===== src/rtl/core/mev_pkg.sv =====
// Memo envelope validator package: memo geometry, field kind codes,
// configuration register indexes and the fixed header layout.
// No dependencies.
`timescale 1ns / 1ps

package mev_pkg;

    // Memo geometry
    localparam int MEMO_BYTES         = 512;
    localparam int IDENTITY_DOC_BYTES = 151;
    localparam int POS_W              = $clog2(MEMO_BYTES);
    // Wide enough for any field boundary, up to 91 + 255 + 64 + 151
    localparam int BND_W              = 11;

    localparam int FIXED_HEAD   = 91;
    localparam int TRAILER_LEN  = 64;
    localparam int COMMIT_BYTES = 32;
    localparam int REPLY_BYTES  = 32;

    // Flag bits
    localparam logic [7:0] FLAG_IDENT = 8'h01;
    localparam logic [7:0] FLAG_REPLY = 8'h02;

    // Field kind codes
    typedef logic [4:0] kind_t;
    localparam kind_t KIND_MAGIC     = 5'd0;
    localparam kind_t KIND_VERSION   = 5'd1;
    localparam kind_t KIND_NETWORK   = 5'd2;
    localparam kind_t KIND_TYPE      = 5'd3;
    localparam kind_t KIND_FLAGS     = 5'd4;
    localparam kind_t KIND_LENGTH    = 5'd5;
    localparam kind_t KIND_CREATED   = 5'd6;
    localparam kind_t KIND_EXPIRES   = 5'd7;
    localparam kind_t KIND_NONCE     = 5'd8;
    localparam kind_t KIND_REQUEST   = 5'd9;
    localparam kind_t KIND_INVOICE   = 5'd10;
    localparam kind_t KIND_ASSET_LEN = 5'd11;
    localparam kind_t KIND_ASSET     = 5'd12;
    localparam kind_t KIND_COMMIT    = 5'd13;
    localparam kind_t KIND_REPLY     = 5'd14;
    localparam kind_t KIND_IDENTITY  = 5'd15;
    localparam kind_t KIND_PAD       = 5'd16;

    // Configuration register indexes
    typedef logic [2:0] cfg_idx_t;
    localparam cfg_idx_t CFG_FORMAT_VERSION  = 3'd0;
    localparam cfg_idx_t CFG_HIGHEST_NETWORK = 3'd1;
    localparam cfg_idx_t CFG_LOWEST_TYPE     = 3'd2;
    localparam cfg_idx_t CFG_HIGHEST_TYPE    = 3'd3;
    localparam cfg_idx_t CFG_ASSET_LIMIT     = 3'd4;
    localparam cfg_idx_t CFG_PAD_VALUE       = 3'd5;

    // Start offsets of the fixed header fields, indexed by kind code
    localparam logic [6:0] HEAD_START [12] = '{
        7'd0, 7'd4, 7'd5, 7'd6, 7'd7, 7'd8, 7'd10, 7'd18, 7'd26, 7'd42, 7'd58, 7'd90
    };

    // Expected magic bytes
    localparam logic [7:0] MAGIC [4] = '{8'h5A, 8'h50, 8'h41, 8'h59};

endpackage


===== src/rtl/core/memo_envelope_validator_unit.sv =====
// Memo envelope validator top level: byte tagging, envelope checks and
// the result register. Depends on mev_pkg.
`timescale 1ns / 1ps

// Takes one memo byte per cycle on memo_valid/memo_ready and returns one
// tagged result per byte on result_valid/result_ready. Each byte is decoded
// against a position counter and a few stored header fields in a single
// combinational pass, and the result lands in one output register, so the
// block sustains one byte per cycle while result_ready is high. memo_ready
// is high whenever the output register is empty or is being drained in the
// same cycle. The memo is mev_pkg::MEMO_BYTES bytes long; on its last byte
// end_of_memo is 1 and memo_ok carries the verdict, and the header state
// clears for the next memo. Configuration writes (cfg_we, cfg_index,
// cfg_data) take effect at once and should be made only while idle.
module memo_envelope_validator_unit
(
    input  logic        clk,
    input  logic        rst_n,

    input  logic        cfg_we,
    input  logic [2:0]  cfg_index,
    input  logic [7:0]  cfg_data,

    input  logic        memo_valid,
    output logic        memo_ready,
    input  logic [7:0]  memo_byte,

    output logic        result_valid,
    input  logic        result_ready,
    output logic [7:0]  data_byte,
    output logic [4:0]  field_kind,
    output logic [7:0]  byte_in_field,
    output logic        end_of_memo,
    output logic        memo_ok,
    output logic [7:0]  network_code,
    output logic [7:0]  msg_type,
    output logic        reply_flag,
    output logic        identity_flag,
    output logic [63:0] created_time,
    output logic [63:0] expiry_time,
    output logic [7:0]  asset_length
);

    localparam int BW = mev_pkg::BND_W;

    // Configuration registers
    logic [7:0] format_version_reg;
    logic [7:0] highest_network_reg;
    logic [7:0] lowest_type_reg;
    logic [7:0] highest_type_reg;
    logic [7:0] asset_limit_reg;
    logic [7:0] pad_value_reg;

    // Memo state
    logic [mev_pkg::POS_W-1:0] pos_reg, pos_next;
    logic                      all_ok_reg, all_ok_next;
    logic [7:0]                flag_bits_reg, flag_bits_next;
    logic [15:0]               declared_reg, declared_next;
    logic [7:0]                asset_count_reg, asset_count_next;
    logic [7:0]                net_reg, net_next;
    logic [7:0]                type_reg, type_next;
    logic [63:0]               created_reg, created_next;
    logic [63:0]               expiry_reg, expiry_next;

    // Output register
    logic                  out_valid_reg;
    logic [7:0]            data_reg;
    mev_pkg::kind_t        kind_reg;
    logic [7:0]            off_reg;
    logic                  last_reg;
    logic                  ok_reg;

    // Decode signals
    logic                  accept;
    logic                  last;
    logic [BW-1:0]         pos_ext;
    logic [BW-1:0]         a_end, c_end, r_end, i_end, expected;
    logic [BW-1:0]         ident_len;
    mev_pkg::kind_t        kind;
    logic [7:0]            off;
    logic                  byte_ok;
    logic                  char_ok;
    logic                  final_ok;
    logic                  verdict;

    assign memo_ready = !out_valid_reg || result_ready;
    assign accept     = memo_valid && memo_ready;

    assign pos_ext   = BW'(pos_reg);
    assign last      = (pos_reg == mev_pkg::POS_W'(mev_pkg::MEMO_BYTES - 1));
    assign ident_len = ((flag_bits_reg & mev_pkg::FLAG_IDENT) != 8'd0)
                     ? BW'(mev_pkg::IDENTITY_DOC_BYTES) : '0;

    // Variable-field boundaries past the fixed header
    assign a_end = BW'(mev_pkg::FIXED_HEAD) + BW'(asset_count_reg);
    assign c_end = a_end + BW'(mev_pkg::COMMIT_BYTES);
    assign r_end = c_end + BW'(mev_pkg::REPLY_BYTES);
    assign i_end = r_end + ident_len;

    // Asset characters: A-Z, 0-9, colon, dash, underscore
    assign char_ok = (memo_byte >= 8'h41 && memo_byte <= 8'h5A)
                  || (memo_byte >= 8'h30 && memo_byte <= 8'h39)
                  || (memo_byte == 8'h3A) || (memo_byte == 8'h2D)
                  || (memo_byte == 8'h5F);

    // Tag the byte and update the header state
    always_comb
    begin
        kind             = mev_pkg::KIND_MAGIC;
        off              = 8'(pos_reg);
        byte_ok          = 1'b1;
        flag_bits_next   = flag_bits_reg;
        declared_next    = declared_reg;
        asset_count_next = asset_count_reg;
        net_next         = net_reg;
        type_next        = type_reg;
        created_next     = created_reg;
        expiry_next      = expiry_reg;

        if (pos_ext < BW'(mev_pkg::FIXED_HEAD))
        begin
            for (int k = 1; k < 12; k++)
            begin
                if (pos_ext >= BW'(mev_pkg::HEAD_START[k]))
                begin
                    kind = 5'(k);
                    off  = 8'(pos_ext - BW'(mev_pkg::HEAD_START[k]));
                end
            end

            case (kind)
                mev_pkg::KIND_MAGIC:
                begin
                    byte_ok = (memo_byte == mev_pkg::MAGIC[off[1:0]]);
                end
                mev_pkg::KIND_VERSION:
                begin
                    byte_ok = (memo_byte == format_version_reg);
                end
                mev_pkg::KIND_NETWORK:
                begin
                    net_next = memo_byte;
                    byte_ok  = (memo_byte <= highest_network_reg);
                end
                mev_pkg::KIND_TYPE:
                begin
                    type_next = memo_byte;
                    byte_ok   = (memo_byte >= lowest_type_reg)
                             && (memo_byte <= highest_type_reg);
                end
                mev_pkg::KIND_FLAGS:
                begin
                    flag_bits_next = memo_byte;
                    byte_ok = ((memo_byte & ~(mev_pkg::FLAG_IDENT | mev_pkg::FLAG_REPLY))
                               == 8'd0);
                end
                mev_pkg::KIND_LENGTH:
                begin
                    declared_next = declared_reg | (16'(memo_byte) << {off[0], 3'b000});
                end
                mev_pkg::KIND_CREATED:
                begin
                    created_next = created_reg | (64'(memo_byte) << {off[2:0], 3'b000});
                end
                mev_pkg::KIND_EXPIRES:
                begin
                    expiry_next = expiry_reg | (64'(memo_byte) << {off[2:0], 3'b000});
                end
                mev_pkg::KIND_ASSET_LEN:
                begin
                    asset_count_next = memo_byte;
                    byte_ok = (memo_byte != 8'd0) && (memo_byte <= asset_limit_reg);
                end
                default:
                begin
                    byte_ok = 1'b1;
                end
            endcase
        end
        else if (pos_ext < a_end)
        begin
            kind    = mev_pkg::KIND_ASSET;
            off     = 8'(pos_ext - BW'(mev_pkg::FIXED_HEAD));
            byte_ok = char_ok;
        end
        else if (pos_ext < c_end)
        begin
            kind = mev_pkg::KIND_COMMIT;
            off  = 8'(pos_ext - a_end);
        end
        else if (pos_ext < r_end)
        begin
            kind    = mev_pkg::KIND_REPLY;
            off     = 8'(pos_ext - c_end);
            byte_ok = ((flag_bits_reg & mev_pkg::FLAG_REPLY) != 8'd0)
                   || (memo_byte == 8'd0);
        end
        else if (pos_ext < i_end)
        begin
            kind = mev_pkg::KIND_IDENTITY;
            off  = 8'(pos_ext - r_end);
        end
        else
        begin
            kind    = mev_pkg::KIND_PAD;
            off     = 8'(pos_ext - i_end);
            byte_ok = (memo_byte == pad_value_reg);
        end
    end

    // End-of-memo checks: declared length, fit within the memo and time order
    assign expected = BW'(mev_pkg::FIXED_HEAD) + BW'(asset_count_next)
                    + BW'(mev_pkg::TRAILER_LEN)
                    + (((flag_bits_next & mev_pkg::FLAG_IDENT) != 8'd0)
                       ? BW'(mev_pkg::IDENTITY_DOC_BYTES) : BW'(0));
    assign final_ok = (expected <= BW'(mev_pkg::MEMO_BYTES))
                   && (declared_next == 16'(expected))
                   && (expiry_next > created_next);

    assign all_ok_next = all_ok_reg && byte_ok;
    assign verdict     = last && all_ok_next && final_ok;
    assign pos_next    = pos_reg + mev_pkg::POS_W'(1);

    // Configuration writes; unknown indexes are dropped
    always_ff @(posedge clk or negedge rst_n)
    begin
        if (!rst_n)
        begin
            format_version_reg  <= 8'd1;
            highest_network_reg <= 8'd2;
            lowest_type_reg     <= 8'd1;
            highest_type_reg    <= 8'd3;
            asset_limit_reg     <= 8'd16;
            pad_value_reg       <= 8'd0;
        end
        else if (cfg_we)
        begin
            case (cfg_index)
                mev_pkg::CFG_FORMAT_VERSION:  format_version_reg  <= cfg_data;
                mev_pkg::CFG_HIGHEST_NETWORK: highest_network_reg <= cfg_data;
                mev_pkg::CFG_LOWEST_TYPE:     lowest_type_reg     <= cfg_data;
                mev_pkg::CFG_HIGHEST_TYPE:    highest_type_reg    <= cfg_data;
                mev_pkg::CFG_ASSET_LIMIT:     asset_limit_reg     <= cfg_data;
                mev_pkg::CFG_PAD_VALUE:       pad_value_reg       <= cfg_data;
                default:                      pad_value_reg       <= pad_value_reg;
            endcase
        end
    end

    // Advance the memo state on each accepted item, clear it after the last
    always_ff @(posedge clk or negedge rst_n)
    begin
        if (!rst_n)
        begin
            pos_reg         <= '0;
            all_ok_reg      <= 1'b1;
            flag_bits_reg   <= '0;
            declared_reg    <= '0;
            asset_count_reg <= '0;
            net_reg         <= '0;
            type_reg        <= '0;
            created_reg     <= '0;
            expiry_reg      <= '0;
        end
        else if (accept)
        begin
            if (last)
            begin
                pos_reg         <= '0;
                all_ok_reg      <= 1'b1;
                flag_bits_reg   <= '0;
                declared_reg    <= '0;
                asset_count_reg <= '0;
                net_reg         <= '0;
                type_reg        <= '0;
                created_reg     <= '0;
                expiry_reg      <= '0;
            end
            else
            begin
                pos_reg         <= pos_next;
                all_ok_reg      <= all_ok_next;
                flag_bits_reg   <= flag_bits_next;
                declared_reg    <= declared_next;
                asset_count_reg <= asset_count_next;
                net_reg         <= net_next;
                type_reg        <= type_next;
                created_reg     <= created_next;
                expiry_reg      <= expiry_next;
            end
        end
    end

    // Result valid: set on accept, drop when taken
    always_ff @(posedge clk or negedge rst_n)
    begin
        if (!rst_n)
        begin
            out_valid_reg <= 1'b0;
        end
        else if (accept)
        begin
            out_valid_reg <= 1'b1;
        end
        else if (result_ready)
        begin
            out_valid_reg <= 1'b0;
        end
    end

    // Result payload: load on accept, hold otherwise
    logic [7:0]  rnet_reg, rtype_reg, rasset_reg;
    logic        rreply_reg, rident_reg;
    logic [63:0] rcreated_reg, rexpiry_reg;

    always_ff @(posedge clk)
    begin
        if (accept)
        begin
            data_reg     <= memo_byte;
            kind_reg     <= kind;
            off_reg      <= off;
            last_reg     <= last;
            ok_reg       <= verdict;
            rnet_reg     <= net_next;
            rtype_reg    <= type_next;
            rreply_reg   <= ((flag_bits_next & mev_pkg::FLAG_REPLY) != 8'd0);
            rident_reg   <= ((flag_bits_next & mev_pkg::FLAG_IDENT) != 8'd0);
            rcreated_reg <= created_next;
            rexpiry_reg  <= expiry_next;
            rasset_reg   <= asset_count_next;
        end
    end

    assign result_valid  = out_valid_reg;
    assign data_byte     = data_reg;
    assign field_kind    = kind_reg;
    assign byte_in_field = off_reg;
    assign end_of_memo   = last_reg;
    assign memo_ok       = ok_reg;
    assign network_code  = rnet_reg;
    assign msg_type      = rtype_reg;
    assign reply_flag    = rreply_reg;
    assign identity_flag = rident_reg;
    assign created_time  = rcreated_reg;
    assign expiry_time   = rexpiry_reg;
    assign asset_length  = rasset_reg;

`ifndef SYNTHESIS
    // A pass verdict only appears on the final byte
    a_ok_only_at_end: assert property (@(posedge clk) disable iff (!rst_n)
        (out_valid_reg && ok_reg) |-> last_reg)
        else $error("memo_ok set away from end of memo");

    // The position counter restarts after the final byte
    a_pos_wraps: assert property (@(posedge clk) disable iff (!rst_n)
        (accept && last) |=> (pos_reg == '0) && all_ok_reg)
        else $error("memo state not cleared after final byte");

    // Every accepted item shows up in the result register
    a_accept_loads: assert property (@(posedge clk) disable iff (!rst_n)
        accept |=> out_valid_reg)
        else $error("accepted item missing from result register");

    // Field kinds never exceed the pad code
    a_kind_range: assert property (@(posedge clk) disable iff (!rst_n)
        out_valid_reg |-> (kind_reg <= mev_pkg::KIND_PAD))
        else $error("field kind out of range");
`endif

endmodule

===== config.mk =====
export PLATFORM = sky130hd
export DESIGN_NAME = memo_envelope_validator_unit
export DESIGN_NICKNAME = d
export VERILOG_FILES = /design/src/rtl/core/mev_pkg.sv /design/src/rtl/core/memo_envelope_validator_unit.sv
export SDC_FILE = /design/constraint.sdc
export NUM_CORES = 1
export LEC_CHECK = 0
export BUFFER_PORTS_ARGS = -buffer_cell sky130_fd_sc_hd__buf_2
export CORE_MARGIN = 3
export CORE_UTILIZATION = 40
export CTS_BUF_LIST = sky130_fd_sc_hd__clkbuf_2
export DETAILED_ROUTE_END_ITERATION = 10
export GPL_TIMING_DRIVEN = 0
export PLACE_DENSITY = 0.68
export SKIP_LAST_GASP = 1
export SYNTH_ARGS = -nofsm -noshare
export SYNTH_HDL_FRONTEND = slang
export SYNTH_SLANG_ARGS = --single-unit

===== constraint.sdc =====
create_clock -name clk -period 21.1 [get_ports clk]
set_clock_uncertainty 0.15 [all_clocks]
set_input_delay 0 -clock clk [delete_from_list [all_inputs] [get_ports clk]]
set_output_delay 0 -clock clk [all_outputs]
set_load 0.03 [all_outputs]

# Word-level counts from Yosys, hierarchy flattened
# Cells that the tools add are included.
dict set report totals {
  output_inout_bits 179
  reg_bits 406
  in_bits 24
}
dict set report op_classes {
  order_cmp 27
  n_mux 70
  bitwise 4
  reduce_logical 29
  add_sub_neg 24
  n_shift 2
  eq_ne 21
}
# op n
set ops {}
lappend ops {{$mux W64} 6}
lappend ops {{$mux W8} 30}
lappend ops {{$or A64 B64 Y64} 2}
lappend ops {{$mux W5} 16}
lappend ops {{$gt A64 B64 Y1} 1}
lappend ops {{$shl A8 B6 Y64} 1}
lappend ops {{$mux W16} 3}
lappend ops {{$ge A9 B3 Y1 const B} 4}
lappend ops {{$sub A8 B3 Y8 const B} 4}
lappend ops {{$sub A8 B8 Y8} 4}
lappend ops {{$eq A8 B8 Y1} 3}
lappend ops {{$le A8 B8 Y1} 3}
lappend ops {{$lt A9 B11 Y1} 2}
lappend ops {{$eq A5 B3 Y1 const B} 4}
lappend ops {{$add A7 B8 Y9 const A} 2}
lappend ops {{$ge A9 B4 Y1 const B} 2}
lappend ops {{$ge A9 B5 Y1 const B} 2}
lappend ops {{$ge A9 B6 Y1 const B} 2}
lappend ops {{$bmux W8 S2} 1}
lappend ops {{$eq A16 B11 Y1} 1}
lappend ops {{$eq A8 B6 Y1 const B} 2}
lappend ops {{$logic_not A8 Y1} 2}
lappend ops {{$or A16 B16 Y16} 1}
lappend ops {{$shl A8 B4 Y16} 1}
lappend ops {{42 further kinds} 78}

# Longest topological paths before layout
# Gate-level depths: netlist of the first run.
dict set report depth {
  word_depth 23
  depth_mapped 33
}

# Least setup slack after synthesis of the first run
# OpenSTA, ideal clock, no wires.
dict set report synth_timing {
  kind {register -> register}
  startpoint {reg asset_count_reg[0]}
  endpoint {reg off_reg[7], in the netlist byte_in_field[7] (data pin)}
  period_less_slack_ns 6.766
  setup_time_ns 0.266
  n_path_buf 1
  stages_incl_launch_ff 30
  arrival_ns 6.350
  path_slack_ns 14.334
  path_cell_list {dfrtp_1 inv_1 ha_1 nand2b_1 a21boi_0 xnor2_1 ha_1 buf_1 xnor3_1 nor4_1 o21ai_0 and3_1 or2_2 ha_1 o211ai_1 o31ai_1 o211ai_1 nor4_1 a21oi_1 nor2_1 ha_1 nor2b_1 o21ai_0 a21boi_0 o21ai_0 a21oi_1 o21a_1 o21ai_0 nor2_1 nand4bb_1}
}
dict set report synth_via {
  elab_chain_len 10
  word_cells_on_any_way 17
  classes_between {add/sub (8); order compare (4); mux (5)}
}
# item line_no
set synth_lines {}
lappend synth_lines {{start, declared} memo_envelope_validator_unit.sv:59} ;# logic [7:0] asset_count_reg, asset_count_next;
lappend synth_lines {{start signal, assigned} memo_envelope_validator_unit.sv:285} ;# asset_count_reg <= asset_count_next;
lappend synth_lines {{$add A7 B8 Y9 (*)} memo_envelope_validator_unit.sv:95} ;# assign a_end = BW'(mev_pkg::FIXED_HEAD) + BW'(asset_count_reg);
lappend synth_lines {{$add A9 B6 Y10} memo_envelope_validator_unit.sv:96} ;# assign c_end = a_end + BW'(mev_pkg::COMMIT_BYTES);
lappend synth_lines {{$add A10 B6 Y11} memo_envelope_validator_unit.sv:97} ;# assign r_end = c_end + BW'(mev_pkg::REPLY_BYTES);
lappend synth_lines {{$add A11 B8 Y11} memo_envelope_validator_unit.sv:98} ;# assign i_end = r_end + ident_len;
lappend synth_lines {{$lt A9 B11 Y1 or $sub A8 B8 Y8 (tied branches)} {memo_envelope_validator_unit.sv:198, memo_envelope_validator_unit.sv:206}}
lappend synth_lines {{$mux W8} memo_envelope_validator_unit.sv:198} ;# else if (pos_ext < i_end)
lappend synth_lines {{$mux W8} memo_envelope_validator_unit.sv:191} ;# else if (pos_ext < r_end)
lappend synth_lines {{$mux W8} memo_envelope_validator_unit.sv:186} ;# else if (pos_ext < c_end)
lappend synth_lines {{$mux W8 (*)} memo_envelope_validator_unit.sv:180} ;# else if (pos_ext < a_end)
lappend synth_lines {{$mux W8 (*)} memo_envelope_validator_unit.sv:120} ;# if (pos_ext < BW'(mev_pkg::FIXED_HEAD))
lappend synth_lines {{net off[7]} memo_envelope_validator_unit.sv:80} ;# logic [7:0] off;
lappend synth_lines {{end signal, assigned} memo_envelope_validator_unit.sv:322} ;# off_reg <= off;
lappend synth_lines {{end, declared} memo_envelope_validator_unit.sv:69} ;# logic [7:0] off_reg;
# Mark *: on every way through the listed nets, which the timed path passes. The rest lies on a longest branch.
# A chain may end at the register's enable or synchronous reset.

# Worst setup path after layout of the first run
dict set report layout_timing {
  startpoint {reg pos_reg[3] (netlist bit)}
  endpoint {reg ok_reg, in the netlist memo_ok (data pin)}
}
dict set report layout_via {
  elab_chain_len 23
  word_cells_on_any_way 88
  classes_between {add/sub (3); order compare (18); eq/ne (11); shift (2); mux (44); bitwise (4); reduce/logical (6)}
}
# item line_no
set layout_lines {}
lappend layout_lines {{start, declared} memo_envelope_validator_unit.sv:55} ;# logic [mev_pkg::POS_W-1:0] pos_reg, pos_next;
lappend layout_lines {{start signal, assigned} memo_envelope_validator_unit.sv:281} ;# pos_reg <= pos_next;
lappend layout_lines {{$ge A9 B3 Y1} memo_envelope_validator_unit.sv:124} ;# if (pos_ext >= BW'(mev_pkg::HEAD_START[k]))
lappend layout_lines {{$mux W1 or $mux W8 (tied branches)} memo_envelope_validator_unit.sv:124}
lappend layout_lines {{$mux W5 or $mux W8 (tied branches) (10 in series)} memo_envelope_validator_unit.sv:124}
lappend layout_lines {{$mux W5 or $mux W8 (tied branches)} memo_envelope_validator_unit.sv:120}
lappend layout_lines {{$eq A5 B4 Y1 or $not A2 Y3 (tied branches)} {memo_envelope_validator_unit.sv:131, memo_envelope_validator_unit.sv:134}}
lappend layout_lines {{$mux W8 or $bmux W8 S2 (tied branches)} {memo_envelope_validator_unit.sv:131, memo_envelope_validator_unit.sv:134}}
lappend layout_lines {{$mux W8 (on tied branches)} {memo_envelope_validator_unit.sv:120, memo_envelope_validator_unit.sv:134}}
lappend layout_lines {{$add A7 B8 Y9 or $mux W8 (tied branches)} {memo_envelope_validator_unit.sv:212, memo_envelope_validator_unit.sv:134}}
lappend layout_lines {{$add A9 B7 Y10 or $eq A8 B8 Y1 (tied branches)} {memo_envelope_validator_unit.sv:213, memo_envelope_validator_unit.sv:134}}
lappend layout_lines {{$add A10 B8 Y11 or $pmux W1 S6 (tied branches)} {memo_envelope_validator_unit.sv:214, memo_envelope_validator_unit.sv:131}}
lappend layout_lines {{$le A11 B10 Y1 (tied with other cells)} memo_envelope_validator_unit.sv:216} ;# assign final_ok = (expected <= BW'(mev_pkg::MEMO_BYTES))
lappend layout_lines {{$logic_and A1 B1 Y1 (on tied branches)} {memo_envelope_validator_unit.sv:217, memo_envelope_validator_unit.sv:220}}
lappend layout_lines {{$logic_and A1 B1 Y1 (on tied branches)} {memo_envelope_validator_unit.sv:218, memo_envelope_validator_unit.sv:221}}
lappend layout_lines {{$logic_and A1 B1 Y1 (*)} memo_envelope_validator_unit.sv:221} ;# assign verdict = last && all_ok_next && final_ok;
lappend layout_lines {{net verdict} memo_envelope_validator_unit.sv:84} ;# logic verdict;
lappend layout_lines {{end signal, assigned} memo_envelope_validator_unit.sv:324} ;# ok_reg <= verdict;
lappend layout_lines {{end, declared} memo_envelope_validator_unit.sv:71} ;# logic ok_reg;
# Mark *: on every way through the listed nets, which the timed path passes. The rest lies on a longest branch. The select of a mux whose other input is x is not followed.

==> results of run 1 <==
-- final timing paths --
check	from	end	depth (start not counted)	slack, ns
min in group asynchronous	rst_n	highest_type_reg[2]$_DFFE_PN0P_	5	0.39
max	pos_reg[3]$_DFFE_PN0P_	memo_ok$_DFFE_PP_	22	12.34
min	memo_byte[0]	data_byte[0]$_DFFE_PP_	3	0.14
min reg2reg	type_reg[7]$_DFFE_PN0P_	type_reg[7]$_DFFE_PN0P_	2	0.35
max reg2reg	pos_reg[3]$_DFFE_PN0P_	memo_ok$_DFFE_PP_	22	12.34
max in group asynchronous	rst_n	expiry_reg[57]$_DFFE_PN0P_	6	19.38
-- cell families (layout without fill, tap and decap cells) --
kind of cell             count (synthesis)  after routing  synth area share
AO/OA/AOI/OAI                          655            655             0.191
AND/OR/NAND/NOR                        532            532             0.114
flip-flops                             406            406             0.502
buffers and inverters                  263            728            0.0458
adder cells (fa/ha/maj)                173            173            0.0994
multiplexers                            58             58            0.0288
XOR/XNOR                                46             46            0.0189
other                                    0              1                 0
-- metal layers --
layer | vias to the layer above | routed length, um
li1 | 8586 | -
met1 | 9382 | 30700
met2 | 1008 | 33500
met3 | 192 | 7230
met4 | 2 | 2800
met5 | - | 13
-- where the power goes --
| part | internal (mW) | leakage, nW | switching [mW] |
|---|---|---|---|
| Combinational | 0.783 | 6.88 | 1.43 |
| Clock | 0.206 | 0.724 | 0.346 |
| Sequential | 1.09 | 4.69 | 0.126 |
| Total | 2.08 | 12.3 | 1.91 |
-- worst max-delay path: stages (launching register included) --
cell,delay [ns]
dfrtp_1,0.56
clkbuf_1,0.45
inv_1,0.31
ha_1,0.35
nand4bb_1,0.28
nand4_1,0.37
a2111oi_0,0.85
or3_1,0.21
a22oi_2,0.16
inv_2,0.29
nand4_1,0.16
nor3_1,0.82
clkbuf_1,0.48
a21oi_1,0.22
ha_1,0.37
and3_1,0.16
nand4_1,0.31
a211oi_1,0.52
a2111oi_0,0.15
o211ai_1,0.41
a21oi_1,0.12
o21ai_0,0.35
nor4b_2,0.49
-- final cells by class --
class                           instances  area [um^2]  share of cell area
Sequential cell                       406        11100               0.431
Clock buffer                          149          746              0.0291
Inverter                              157          594              0.0232
Antenna cell                            1         2.50           0.0000977
Tap cell                              696          871              0.0340
Clock inverter                         44          215             0.00840
Buffer                                106          419              0.0164
Multi-Input combinational cell       1464         9950               0.388
Timing Repair Buffer                  272         1780              0.0693
-- layout by cell type (no fill, tap or decap), drive strengths merged, types with 29 or more instances in the layout --
cell,Yosys,layout
nand2,125,125
inv,153,155
nor2,231,231
a31oi,50,50
clkbuf,85,234
buf,21,228
dlygate4sd3,0,65
clkinv,4,43
o21ai,99,99
o21bai,29,29
ha,170,170
a21oi,224,224
edfxtp,177,177
xnor2,30,30
mux2,42,42
a21o,94,94
dfrtp,222,222
-- what timing repair did --
item	4_1_cts	5_1_grt
hold endpoints to repair	556	0
gates resized for setup	0	0
setup endpoints to repair	0	0
hold buffers	66	0
-- through the flow --
stage                     utilization  setup slack [ns]  power, mW  cell area (um^2)
after floorplan                     -             14.33       2.73             22000
after global placement          0.441             12.66       3.31             23900
after detailed placement        0.443             12.78       3.37             24000
after CTS                       0.473             12.69       3.95             25600
after global routing            0.473             11.92       4.26             25600
final                           0.473             12.34       3.98             25600
==> results.tsv, run 1 <==
stage	metric	value	unit
setup_path	path_max_fanout	10	
grt	grt_overflow_total	0	
clocking	post_cts_buffers	0	
synth	synth_top_cell_area_share	0.253	
detailed_routing	viasPerCell	5.82	
clocking	cts_sinks	406	
synth	yosysSeqAreaShare	0.502	
detailed_routing	post_drt_wl_per_cell	22.5	um
pwr	p_per_area	155	nW/um^2
timing	hold_viol	0	
run_status	status	completed	
synth	synth_area_leaders	dfrtp_1, edfxtp_1, ha_1	
floorplan	die_h	241	um
synth	synthFlopType	dfrtp_1	
grt	grt_pass1_wl	110000	um
clocking	clockBufferDepth	3	
grt	grt_usage	0.251	
detailed_routing	drt-total-wl	74300	um
grt	grt_use_met3	0.0619	
grt	antenna_found_initial	2	
grt	use_met2	0.389	
synth	yosys-top-cells-count	nor2_1, a21oi_1, dfrtp_1	
timing	slew_headroom	0.0312	
pwr	p_leak	12.3	nW
pwr	ir_drop	58.0	uV
synth	yosysMostFrequentCell	nor2_1	
layout	fill_cells	4968	
floorplan	io_pins	203	
floorplan	die_w	241	um
synth	ys_async_sr_fraction	0.564	
grt	grt_use_met1	0.336	
grt	first_global_vias	18700	
timing	fin_crit	8.76	ns
synth	syn_area_per_cell	10.3	um^2
synth	synth_edf_count	177	
floorplan	die_area	57900	um^2
run	cap_violations	0	
detailed_routing	drc	0	
clocking	cts_buffers	103	
detailed_routing	vias	19200	
timing	period_share	0.415	
synth	synthDistinctLibCells	86	
clocking	root_buffer	clkbuf_2	
placement	placed_cells	3035	
clocking	insertion_delay	1.10	ns
setup_path	worstSetupEndpointType	register	
detailed_routing	dr.pass1.iters	6	
setup_path	path_class	register to register	
layout	drive_gt1_frac	0.178	
timing	worst_pin_slew	1.44	ns
layout	final_cells	3295	
synth	synth_warnings	0	
synth	synth_top_area_cell	dfrtp_1	
grt	grt_max_degree	124	
placement	gp_congestion	0.987	
synth	ys_ff_latch	406	
synth	syn_nets	2330	
floorplan	core_area	54100	um^2
placement	portBuffers	201	
floorplan	placementRows	85	
grt	grt_busiest_layer	met2	
timing	holdWs	0.141	ns
clocking	clk_pin_slew	0.10	ns
timing	drv_slew	0	
layout	areaGrowthSynthToFinish	16.5	%
synth	syn-cell-area	22000	um^2
clocking	tritoncts	built	
timing	setup_violations	0	
floorplan	initial_utilization	0.406	
setup_path	cp.arrival	9.44	ns
timing	rsz0062_at_grt	no	
timing	setup-tns-final	0	ns
synth	syn_inst	2133	
detailed_routing	ant_nets	0	
setup_path	required	21.78	ns
layout	fin_nets	2707	
clocking	htree_levels	3	
timing	fmax	0.114	GHz
setup_path	cp-start-kind	register	
placement	hpwl	53200	um
detailed_routing	drtIter0Drc	2224	
min_path	min_path_type	input pin to register	
Power figures use the tool's default switching activity.
==> run 2: changes to the inputs <==
--- a/config.mk
+++ b/config.mk
@@ -5,6 +5,7 @@
 export SDC_FILE = /design/constraint.sdc
 export NUM_CORES = 1
 export LEC_CHECK = 0
+export ABC_AREA = 1
 export BUFFER_PORTS_ARGS = -buffer_cell sky130_fd_sc_hd__buf_2
 export CORE_MARGIN = 3
 export CORE_UTILIZATION = 40
==> constraint.sdc (replaced) <==
create_clock -name clk -period 8.75 [get_ports clk]
set_clock_uncertainty 0.15 [all_clocks]
set_input_delay 0 -clock clk [delete_from_list [all_inputs] [get_ports clk]]
set_output_delay 0 -clock clk [all_outputs]
set_load 0.03 [all_outputs]
==> run 2 against run 1 <==
  * Utilization up 0.078 points
  * Via count up 2.1%
  * Largest cell class unchanged
  * Critical path depth up 17
  * Design area up 2.5%
  * Synthesized cell count up 20%
  * Sequential power up 100%
==> results.tsv, run 2 <==
stage	metric	value	unit
layout	fin_nets	3139	
timing	hold_viol	0	
placement	hpwl	49500	um
setup_path	cp_slowest_cell	dfrtp_1	
synth	synthDistinctLibCells	56	
placement	portBuffers	202	
detailed_routing	post_drt_wl_per_cell	17.8	um
clocking	root_buffer	clkbuf_2	
synth	ys_ff_latch	406	
timing	fmax	0.137	GHz
grt	first_global_vias	18800	
synth	yosys-top-cells-count	nand2_1, inv_1, o21ai_0	
layout	drive_gt1_frac	0.169	
timing	setup-tns-final	0	ns
detailed_routing	viasPerCell	5.17	
timing	drv_slew	0	
synth	ys_async_sr_fraction	0.564	
timing	holdWs	0.147	ns
clocking	tritoncts	built	
pwr	p_per_area	301	nW/um^2
floorplan	io_pins	203	
synth	yosysSeqAreaShare	0.491	
timing	worst_pin_slew	1.03	ns
layout	layout_commonest_cell	nand2_1	
placement	gp_congestion	0.954	
timing	slew_headroom	0.309	
layout	final_util	0.474	
clocking	clk_pin_slew	0.12	ns
layout	design_area	26300	um^2
timing	period_share	0.836	
setup_path	slowest_delay	0.58	ns
setup_path	crit_top_cell	nand2_1	
setup_path	path_max_fanout	12	
grt	grt_pass1_wl	105000	um
layout	final_cells	3785	
synth	synth_top_cell_area_share	0.247	
run_status	status	completed	
detailed_routing	ant_nets	0	
pwr	p_leak	13.2	nW
floorplan	placementRows	86	
placement	dpl_cell_area	24600	um^2
synth	syn_inst	2564	
setup_path	path_class	register to register	
layout	final_cell_mix	nand2_1, inv_1, o21ai_0, dfrtp_1, buf_2	
detailed_routing	drc	0	
floorplan	die_h	243	um
synth	synth_area_leaders	dfrtp_1, edfxtp_1, ha_1	
clocking	post_cts_resized	0	
synth	synth_edf_count	177	
timing	rsz0062_at_grt	no	
floorplan	core_area	55400	um^2
detailed_routing	drtIter0Drc	1674	
pwr	ir_drop	162	uV
clocking	clockBufferDepth	3	
setup_path	worstSetupEndpointType	register	
synth	yosysMostFrequentCell	nand2_1	
synth	synthFlopType	dfrtp_1	
setup_path	cp-start-kind	register	
synth	synth_warnings	0	
setup_path	required	9.49	ns
synth	syn_area_per_cell	8.78	um^2
timing	setup_violations	0	
grt	grt_max_degree	84	
detailed_routing	vias	19600	
setup_path	cp.arrival	8.05	ns
clocking	cts_sinks	406	
placement	placed_cells	3521	
floorplan	die_area	59100	um^2
synth	synth_top_area_cell	dfrtp_1	
clocking	cts_buffers	105	
synth	syn_nets	2761	
floorplan	initial_utilization	0.406	
layout	areaGrowthSynthToFinish	16.8	%
clocking	insertion_delay	1.19	ns
timing	fin_crit	7.31	ns
detailed_routing	drt-total-wl	67400	um
synth	syn-cell-area	22500	um^2
min_path	min_path_type	input pin to register	
clocking	htree_levels	3	
detailed_routing	dr.pass1.iters	6	
run	cap_violations	0	
grt	grt_overflow_total	0	
grt	grt_usage	0.226	
grt	antenna_found_initial	2	
floorplan	die_w	243	um
-- run 2: cells by family (layout without fill, tap and decap cells) --
group | Yosys count | count (layout) | synth area share
simple gates | 833 | 833 | 0.158
compound gates | 597 | 597 | 0.149
buf+inv | 516 | 985 | 0.0894
flops | 406 | 406 | 0.491
fa+ha+maj | 173 | 173 | 0.0972
xor+xnor | 39 | 39 | 0.0152
other cells | 0 | 4 | 0
-- run 2: cell type report --
cell class,count,area [um^2]
well taps,748,936
repair buffers,271,1820
multi-input cells,1642,9440
clock inverters,30,160
clock buffers,168,841
diodes,4,10.0
inverters,427,1610
flip-flops and latches,406,11100
plain buffers,89,408
fillers,5350,29100
-- run 2: layer usage --
layer | GRT usage | part of all wire | wire, um
met1 | 0.307 | 0.44 | 29600
met3 | 0.0456 | 0.077 | 5210
met4 | 0.0796 | 0.032 | 2150
met5 | 0 | 0 | 0
met2 | 0.361 | 0.45 | 30400
-- run 2: path summary, 6_finish.rpt --
check,start,endpoint,slack [ns],depth (start not counted)
setup / recovery,pos_reg[3]$_DFFE_PN0P_,memo_ok$_DFFE_PP_,1.44,39
hold / removal,memo_byte[3],data_byte[3]$_DFFE_PP_,0.15,3
setup reg to reg,pos_reg[3]$_DFFE_PN0P_,memo_ok$_DFFE_PP_,1.44,39
hold reg to reg,lowest_type_reg[3]$_DFFE_PN0P_,lowest_type_reg[3]$_DFFE_PN0P_,0.34,2
max in group asynchronous,rst_n,highest_type_reg[0]$_DFFE_PN1P_,6.82,7
min in group asynchronous,rst_n,expiry_reg[1]$_DFFE_PN0P_,0.33,5
-- run 2: what timing repair did --
item / in CTS / in global routing
hold buffers: 62 / 0
endpoints found under the hold margin: 519 / 0
buffers inserted: 0 / 0
-- run 2: per-stage QoR --
stage                     setup WS [ns]  total power, mW
after floorplan                    1.65             5.40
after global placement            -1.37             6.42
after detailed placement           1.67             6.47
after CTS                          1.56             7.89
after global routing               1.00             8.56
final                              1.44             7.90
-- run 2: where the power goes --
part | switching, mW | internal (mW)
registers | 0.166 | 2.31
logic | 2.73 | 1.32
clock network | 0.828 | 0.543
total | 3.72 | 4.17
-- run 2: worst max-delay path: cells and delay by family (launching register included) --
kind / cells / cell delay, ns
buffers and inverters: 6 / 1.25
DFF: 1 / 0.58
and+or+nand+nor: 29 / 3.95
adders and majority gates: 2 / 0.59
AOI/OAI and AO/OA: 2 / 0.47
==> run 3: changes to the inputs <==
--- a/config.mk
+++ b/config.mk
@@ -12,7 +12,7 @@
 export CTS_BUF_LIST = sky130_fd_sc_hd__clkbuf_2
 export DETAILED_ROUTE_END_ITERATION = 10
 export GPL_TIMING_DRIVEN = 0
-export PLACE_DENSITY = 0.68
+export PLACE_DENSITY = 0.71
 export SKIP_LAST_GASP = 1
 export SYNTH_ARGS = -nofsm -noshare
 export SYNTH_HDL_FRONTEND = slang
==> constraint.sdc (replaced) <==
create_clock -name clk -period 6.4 [get_ports clk]
set_clock_uncertainty 0.15 [all_clocks]
set_input_delay 0 -clock clk [delete_from_list [all_inputs] [get_ports clk]]
set_output_delay 0 -clock clk [all_outputs]
set_load 0.03 [all_outputs]
==> run 3 against run 2 <==
  * Combinational power is 42% higher
  * Critical endpoint unchanged
  * Wire length rose by 1.8%
  * Non-clock buffer count is 5 higher
  * Power grew 39%
  * Hold slack gained 0.013 ns
  * Utilization grew 0.28 points
==> results.tsv, run 3 (same netlist as run 2, synthesis figures left out) <==
stage	metric	value	unit
detailed_routing	vias	19800	
layout	fill_cells	5351	
detailed_routing	dr_wl_met2	31000	um
setup_path	worstSetupEndpointType	register	
pwr	p_switching	5.21	mW
layout	ff_latch_area	11100	um^2
run	cap_violations	0	
setup_path	required	7.20	ns
detailed_routing	ant_nets	0	
clocking	cts_sinks	406	
grt	first_global_vias	19000	
timing	rsz0062_at_grt	no	
timing	drv_slew	0	
floorplan	die_area	59100	um^2
clocking	tritoncts	built	
floorplan	core_area	55400	um^2
placement	hpwl	49100	um
detailed_routing	dr.max_layer_used	met5	
layout	fin_nets	3145	
pwr	intPower	5.76	mW
timing	fmax	0.165	GHz
detailed_routing	viasPerCell	5.22	
grt	grt_overflow_total	0	
detailed_routing	dr.pass1.iters	8	
placement	placed_cells	3517	
pwr	share_comb_of_total_power	0.523	
layout	areaGrowthSynthToFinish	17.4	%
clocking	cts_buffers	106	
timing	worst_pin_slew	0.852	ns
setup_path	cp-start-kind	register	
pwr	pwr-share-seq	0.307	
run_status	status	completed	
clocking	clockBufferDepth	3	
floorplan	initial_utilization	0.406	
detailed_routing	wl_met1	29800	um
grt	antenna_found_initial	2	
setup_path	cp_slowest_cell	dfrtp_2	
timing	fin_crit	6.07	ns
setup_path	crit_top_cell	nand2_1	
setup_path	cp_top_family	simple AND/OR/NAND/NOR gates	
layout	final_cell_mix	nand2_1, inv_1, o21ai_0, dfrtp_1, buf_2	
pwr	clkPwrFrac	0.170	
clocking	root_buffer	clkbuf_2	
detailed_routing	drtIter0Drc	1805	
pwr	p_per_area	415	nW/um^2
setup_path	path_max_fanout	10	
detailed_routing	drc	0	
setup_path	cp.arrival	6.87	ns
grt	grt_usage	0.229	
setup_path	path_class	register to register	
min_path	min_path_type	input pin to register	
detailed_routing	drt-total-wl	68600	um
timing	setup_violations	0	
layout	drive_gt1_frac	0.181	
clocking	insertion_delay	1.21	ns
clocking	htree_levels	3	
floorplan	die_h	243	um
pwr	p_leak	13.3	nW
timing	period_share	0.948	
floorplan	die_w	243	um
grt	grt_max_degree	108	
floorplan	io_pins	203	
detailed_routing	post_drt_wl_per_cell	18.1	um
placement	portBuffers	202	
layout	layout_commonest_cell	nand2_1	
layout	final_cells	3790	
placement	gp_congestion	0.929	
timing	holdWs	0.160	ns
detailed_routing	met3_length	5500	um
timing	hold_viol	0	
grt	grt_pass1_wl	106000	um
floorplan	placementRows	86	
clocking	clk_pin_slew	0.11	ns
pwr	ir_drop	210	uV
pwr	switching_share	0.475	
timing	slew_headroom	0.432	
layout	multi_input_area	9560	um^2
setup_path	slowest_delay	0.44	ns
setup_path	critPathBufInv	5	
[run 3: cell types whose count changed in the layout (fill, tap and decap cells not counted), moves of 6 or more]
cell,delta
buf_4,+12
clkbuf_1,-7
clkbuf_2,-6
clkinv_1,+11
nor2_1,-6
[run 3: final timing paths]
check | startpoint | to | slack (ns) | cells past startpoint
min | memo_byte[3] | data_byte[3]$_DFFE_PP_ | 0.16 | 3
max | pos_reg[4]$_DFFE_PN0P_ | memo_ok$_DFFE_PP_ | 0.33 | 38
max reg2reg | pos_reg[4]$_DFFE_PN0P_ | memo_ok$_DFFE_PP_ | 0.33 | 38
max in group asynchronous | rst_n | asset_limit_reg[0]$_DFFE_PN0P_ | 4.45 | 7
min reg2reg | asset_limit_reg[3]$_DFFE_PN0P_ | asset_limit_reg[3]$_DFFE_PN0P_ | 0.34 | 2
min in group asynchronous | rst_n | expiry_reg[50]$_DFFE_PN0P_ | 0.29 | 5
[run 3: worst min-delay path, delay by kind of cell]
family   cells  cell delay [ns]
buf+inv      3             1.33
[run 3: routing by layer]
| metal | up-vias | GRT usage |
|---|---|---|
| met5 | - | 0 |
| met4 | 2 | 0.0954 |
| met3 | 164 | 0.0505 |
| met2 | 874 | 0.357 |
| met1 | 9353 | 0.309 |
| li1 | 9389 | - |
[run 3: layout make-up]
type,count,area share
clock inverters,45,0.00885
plain buffers,88,0.0162
well taps,748,0.0354
clock buffers,156,0.0295
flip-flops and latches,406,0.419
repair buffers,277,0.0686
inverters,427,0.0609
diodes,1,0.0000947
multi-input cells,1642,0.362
[run 3: what timing repair did]
item / in CTS / in global routing
setup buffers: 2 / 9
endpoints found under the setup margin: 1 / 3
gates resized for setup: 15 / 40
hold buffers: 61 / 0
cloned: 0 / 0
hold endpoints to repair: 515 / 0
pin swaps: 2 / 8
[run 3: stage by stage]
stage	total power, mW	TNS, ns	setup slack, ns	utilization	cell area (um^2)
6_report	11.0	0	0.331	0.477	26400
5_1_grt	11.9	0	0.00359	0.477	26400
4_1_cts	10.8	0	0.0228	0.474	26300
3_5_place_dp	8.85	-0.695	-0.695	0.443	24600
3_3_place_gp	8.81	-439.52	-2.43	0.441	24500
2_1_floorplan	7.38	0	0.00967	-	22500
[run 3: power groups by stage]
stage | Clock (mW) | Combinational (mW) | Sequential, mW
after floorplan | 0 | 3.71 | 3.68
after global placement | 0 | 5.36 | 3.45
after detailed placement | 0 | 5.42 | 3.43
after CTS | 1.93 | 5.52 | 3.38
after global routing | 2.07 | 6.42 | 3.41
final | 1.87 | 5.74 | 3.37
